**src/hdl/bcgs_pkg.sv**
```systemverilog
// Shared types, widths and constants of the B-spline charge grid spreader.
`timescale 1ns / 1ps
`default_nettype none
package bcgs_pkg;

	// fixed-point widths
	localparam int W_W   = 17;  // Q16 spline weight, up to 1.0
	localparam int X_W   = 20;  // f + j, or k - f - j, in Q16
	localparam int NUM_W = 38;  // recursion numerator
	localparam int T_W   = 22;  // numerator plus half the divisor, shifted down to Q16
	localparam int Q_W   = 23;  // quotient estimate
	localparam int ACC_W = 40;  // grid accumulator, Q24

	localparam logic [W_W-1:0] ONE_Q16 = 17'h10000;

	// item kinds
	localparam logic [1:0] KIND_CLEAR  = 2'd0;
	localparam logic [1:0] KIND_SPREAD = 2'd1;
	localparam logic [1:0] KIND_READ   = 2'd2;

	// floor(2^22 / d) for the small recursion divisors
	function automatic logic [Q_W-1:0] recip(input logic [2:0] d);
		logic [Q_W-1:0] m;
		case (d)
			3'd1: m = 23'd4194304;
			3'd2: m = 23'd2097152;
			3'd3: m = 23'd1398101;
			3'd4: m = 23'd1048576;
			3'd5: m = 23'd838860;
			3'd6: m = 23'd699050;
			3'd7: m = 23'd599186;
			default: m = '0;
		endcase
		return m;
	endfunction

endpackage
`default_nettype wire

```
**src/hdl/bcgs_spline.sv**
```systemverilog
// Sequential unit that forms the per-axis cardinal B-spline weights.
`timescale 1ns / 1ps
`default_nettype none
module bcgs_spline #(
	parameter int SPLINE_ORDER = 7
) (
	input  wire logic                                        clk,
	input  wire logic                                        arst_n,
	input  wire logic                                        start,
	input  wire logic [2:0][15:0]                            frac,
	output logic                                             done,
	output logic [2:0][SPLINE_ORDER-1:0][bcgs_pkg::W_W-1:0]  weights
);
	import bcgs_pkg::*;

	localparam int KW = $clog2(SPLINE_ORDER + 1);
	localparam int JW = (SPLINE_ORDER > 2) ? $clog2(SPLINE_ORDER) : 1;

	localparam logic [2:0] W_IDLE = 3'd0;
	localparam logic [2:0] W_MA   = 3'd1;
	localparam logic [2:0] W_MB   = 3'd2;
	localparam logic [2:0] W_Q    = 3'd3;
	localparam logic [2:0] W_FIX  = 3'd4;

	logic [2:0]                         state_q;
	logic [1:0]                         ax_q;
	logic [KW-1:0]                      k_q;
	logic [JW-1:0]                      j_q;
	logic [NUM_W-1:0]                   p1_q;
	logic [T_W-1:0]                     t_q;
	logic [Q_W-1:0]                     q0_q;
	logic                               done_q;
	logic [2:0][SPLINE_ORDER-1:0][W_W-1:0] w_q;

	logic [15:0]      f_sel;
	logic [2:0]       d;
	logic [X_W-1:0]   x;
	logic [X_W-1:0]   rest;
	logic [W_W-1:0]   w_hi;
	logic [W_W-1:0]   w_lo;
	logic [NUM_W-1:0] num;
	logic [NUM_W-1:0] num_rnd;
	logic [Q_W+2:0]   qd;
	logic [Q_W+2:0]   rem;
	logic [Q_W-1:0]   q_fix;

	// operands of one recursion term
	always_comb begin
		f_sel   = frac[ax_q];
		d       = 3'(k_q - KW'(1));
		x       = X_W'({j_q, f_sel});
		rest    = X_W'({k_q, 16'h0}) - x;
		w_hi    = w_q[ax_q][j_q];
		w_lo    = (j_q == '0) ? '0 : w_q[ax_q][JW'(j_q - JW'(1))];
		num     = p1_q + NUM_W'(rest * w_lo);
		num_rnd = num + NUM_W'({d, 15'h0});
		qd      = (Q_W+3)'(q0_q * d);
		rem     = (Q_W+3)'(t_q) - qd;
		q_fix   = (rem >= (Q_W+3)'(d)) ? Q_W'(q0_q + Q_W'(1)) : q0_q;
	end

	// recursion sequencer: axis, order k, and j from k-1 down to 0 in place
	always_ff @(posedge clk or negedge arst_n) begin
		if (!arst_n) begin
			state_q <= W_IDLE;
			ax_q    <= '0;
			k_q     <= '0;
			j_q     <= '0;
			done_q  <= 1'b0;
		end else begin
			done_q <= 1'b0;
			unique case (state_q)
				W_IDLE: begin
					if (start) begin
						ax_q <= '0;
						k_q  <= KW'(3);
						j_q  <= JW'(2);
						if (SPLINE_ORDER > 2) state_q <= W_MA;
						else done_q <= 1'b1;
					end
				end
				W_MA:  state_q <= W_MB;
				W_MB:  state_q <= W_Q;
				W_Q:   state_q <= W_FIX;
				W_FIX: begin
					state_q <= W_MA;
					if (j_q != '0) begin
						j_q <= JW'(j_q - JW'(1));
					end else if (k_q != KW'(SPLINE_ORDER)) begin
						j_q <= JW'(k_q);
						k_q <= KW'(k_q + KW'(1));
					end else if (ax_q != 2'd2) begin
						ax_q <= ax_q + 2'd1;
						k_q  <= KW'(3);
						j_q  <= JW'(2);
					end else begin
						state_q <= W_IDLE;
						done_q  <= 1'b1;
					end
				end
				default: state_q <= W_IDLE;
			endcase
		end
	end

	// datapath registers
	always_ff @(posedge clk) begin
		if (state_q == W_IDLE && start) begin
			for (int a = 0; a < 3; a++) begin
				for (int j = 2; j < SPLINE_ORDER; j++) w_q[a][j] <= '0;
				w_q[a][0] <= {1'b0, frac[a]};
				w_q[a][1] <= ONE_Q16 - {1'b0, frac[a]};
			end
		end
		if (state_q == W_MA) p1_q <= NUM_W'(x * w_hi);
		if (state_q == W_MB) t_q <= num_rnd[16 +: T_W];
		if (state_q == W_Q) q0_q <= Q_W'(((T_W+Q_W)'(t_q) * (T_W+Q_W)'(recip(d))) >> 22);
		if (state_q == W_FIX) w_q[ax_q][j_q] <= W_W'(q_fix);
	end

	assign done    = done_q;
	assign weights = w_q;

endmodule
`default_nettype wire

```
**config.mk**
```make
export PLATFORM = sky130hd
export DESIGN_NAME = bcgs_spline
export DESIGN_NICKNAME = d
export VERILOG_FILES = /design/src/hdl/bcgs_pkg.sv /design/src/hdl/bcgs_spline.sv
export SDC_FILE = /design/constraint.sdc
export NUM_CORES = 2
export LEC_CHECK = 0
export BUFFER_PORTS_ARGS = -buffer_cell sky130_fd_sc_hd__buf_2
export CORE_MARGIN = 2
export CORE_UTILIZATION = 49
export CTS_CLUSTER_SIZE = 10
export DETAILED_ROUTE_END_ITERATION = 6
export GPL_ROUTABILITY_DRIVEN = 0
export HOLD_SLACK_MARGIN = 0.05
export PLACE_DENSITY = 0.75
export SLEW_MARGIN = 25
export SYNTH_ARGS = -nofsm -noshare
export SYNTH_HDL_FRONTEND = slang
export SYNTH_SLANG_ARGS = --single-unit
```
**constraint.sdc**
```tcl
create_clock -name clk -period 27.2 [get_ports clk]
set_input_delay 2.72 -clock clk [delete_from_list [all_inputs] [get_ports clk]]
set_output_delay 2.72 -clock clk [all_outputs]
set_load 0.02 [all_outputs]
```
==> flow_summary.ini <==
[hold_path]
min_path_type = flop to flop

[clocking]
clockBufferDepth = 3
post_cts_resized = 0
htree_levels = 2
cts.sinks = 450
clk_pin_slew_ns = 0.06
post-cts-setup-buffers = 0
numCtsBuffers = 53
root_buffer = clkbuf_16
cts_tree = yes
postCtsHoldBufs = 0
clkLatencyLatePin_ns = 0.65

[synthesis]
synthFlopType = dfxtp_1
synth_commonest_cells = inv_1 (1224), fa_1 (959), nand2_1 (950), ha_1 (450), dfxtp_1 (357)
syn_area_per_cell_um2 = 8.62
synth_top_area_share_pct = 31.6
ys_seq_elements = 450
yosys_warnings = 0
yosys.cell_count.top_type = inv_1
synth-edff-count = 81
yosysTopAreaCell = fa_1
yosysUniqueCellTypes = 82
synthesis.area_mm2 = 0.0608
async_flop_share_pct = 2.67
ys_seq_area_share_pct = 16.2
syn_inst = 7055
synthTopCellsByArea = fa_1 (32%), dfxtp_1 (12%), ha_1 (9.3%)
syn_nets = 8515

[grt]
grt_overflow = 0
grt_usage_pct = 33.1
grt_pass1_vias = 53400
grt_pass1_wl_um = 321000
grt_max_degree = 161
antenna_found_initial = 9

[drt]
wl_per_cell_um = 23.9
viasPerCell = 5.98
firstDrtPassIters = 7
drtAntennaViolNets = 0
drt_iter0_markers = 6333
wl_um = 212000
num_vias = 53200
drc_errors = 1

[critical_path]
cp_max_fo = 21
cp_slowest_cell = clkinv_1
worst-setup-path-type = primary input to flop
cp-start-kind = primary input
cp.required_ns = 27.60
critPathArrivalTime_ns = 11.67
end_kind = flop
crit_top_cell = fa_1
cpPeakStageDelay_ns = 0.57

[floorplanning]
core_area_mm2 = 0.123
die_w_um = 356
die-area_mm2 = 0.127
initial_core_util_pct = 49.2
fp.dieH_um = 356
fp-row-count = 129
ios = 409

[finish]
fillers = 11000
regArea_mm2 = 0.00989
multi_input_area_mm2 = 0.0450
area_delta_synth_final_pct = 8.87
drive_gt1_share_pct = 10.0
nets = 8689

[placed_design]
port_buffers = 408
hpwlAfterDp_um = 165000
dpl_worst_slack_ns = 15.32

[sta]
rsz0062_at_grt = no
fin_setup_tns_ns = 0
max_freq_mhz = 88.8
fin_ws_ns = 15.93
slew_headroom_pct = 23.2
worstMarginPinSlew_ns = 1.15
fin_skew_ns = 0.0305
post-route-period-util_pct = 41.4
period_needed_ns = 11.27
setup_violations = 0
hold_viol_final = 0
final_max_slew_viol_count = 0

[run]
cap_violations = 0

[outcome]
status = finished with violations
failed_checks = DRC
[per-layer routing]
layer / up-vias / track usage, % / routed length, um
li1: 22800 / - / -
met1: 25700 / 40.1 / 73500
met2: 3785 / 50.4 / 91600
met3: 906 / 10.2 / 28300
met4: 8 / 22.8 / 18500
met5: - / 0 / 48
[cells in the final DEF, fill, tap and decap left out, types with 14 or more instances in the layout]
cell type  Yosys  final
a211o_1       35     35
a211oi_1      78     69
a21o_1        51     51
a21oi_1      218    217
a31oi_1       34     34
and2_1       179    180
and3_1       107    106
buf_2         48    408
buf_4          2    131
clkbuf_16      0     53
dfxtp_1      357    357
edfxtp_1      81     81
fa_1         959    959
ha_1         450    449
inv_1       1224   1224
mux2_2        18     18
mux2i_1      157    156
mux4_2        22     22
nand2_1      950    948
nand2b_1      19     19
nand3_1      353    351
nand4_1       47     47
nor2_1       326    325
nor2b_1       97     95
nor3_1        59     51
nor4_1        19     16
o211ai_1      35     35
o21a_1        16     16
o21ai_0      318    303
o21ai_1       49     62
o21bai_1      14     14
o22ai_1       18     18
xnor2_1      109     95
xnor2_2        0     14
xor2_1        59     57
[final timing paths]
path	startpoint	endpoint	cells past startpoint	slack, ns
min	weights[344]$_DFF_P_	weights[344]$_DFF_P_	2	0.48
min reg2reg	weights[344]$_DFF_P_	weights[344]$_DFF_P_	2	0.48
max	frac[32]	t_q[21]$_DFFE_PP_	35	15.93
max reg2reg	ax_q[1]$_DFFE_PN0P_	p1_q[35]$_DFFE_PP_	33	16.18
min in group asynchronous	arst_n	done$_DFF_PN0_	1	1.97
max in group asynchronous	arst_n	ax_q[0]$_DFFE_PN0P_	1	24.93
[flip-flops by register name, indices dropped and copies added, names as in the netlist]
register	flops
state_q	3
ax_q	2
q0_q	23
weights	357
j_q	3
p1_q	36
done	1
k_q	3
t_q	22
[layout make-up]
cell class / count / area share [%]
Clock buffer: 67 / 2.13
Sequential cell: 450 / 14.9
Multi-Input combinational cell: 4948 / 67.9
Inverter: 1230 / 6.97
Clock inverter: 7 / 0.221
Tap cell: 1637 / 3.09
Antenna cell: 2 / 0.00756
Timing Repair Buffer: 546 / 4.72
[stage by stage]
stage | util, % | cell area, um2 | hold WS [ns] | std cells
floorplan | - | 60800 | 0.549 | 7055
global placement | 52.3 | 64600 | 0.458 | 8806
detailed placement | 52.3 | 64600 | 0.464 | 8807
CTS | 53.6 | 66100 | 0.471 | 8881
global route | 53.6 | 66200 | 0.491 | 8886
finish | 53.6 | 66200 | 0.478 | 8887
[critical path, delay by kind of cell]
family / cells / cell delay, ns
AOI/OAI and AO/OA: 7 / 1.62
xor gates and xnor gates: 2 / 0.25
adders and majority gates: 8 / 3.86
buffers and inverters: 9 / 1.53
muxes: 1 / 0.09
and+or+nand+nor: 8 / 1.53
[cells by family after synthesis]
logic type | count (synthesis) | synth area share, %
multiplexers | 197 | 3.73
flip-flops | 450 | 16.2
buffers and inverters | 1657 | 10.3
adder cells (fa/ha/maj) | 1409 | 40.8
AND/OR/NAND/NOR | 2220 | 16.9
XOR/XNOR | 168 | 2.42
AO/OA/AOI/OAI | 954 | 9.53
Power is not shown: default switching activity piles up to over one toggle a cycle in this logic, so the estimate is an artifact.
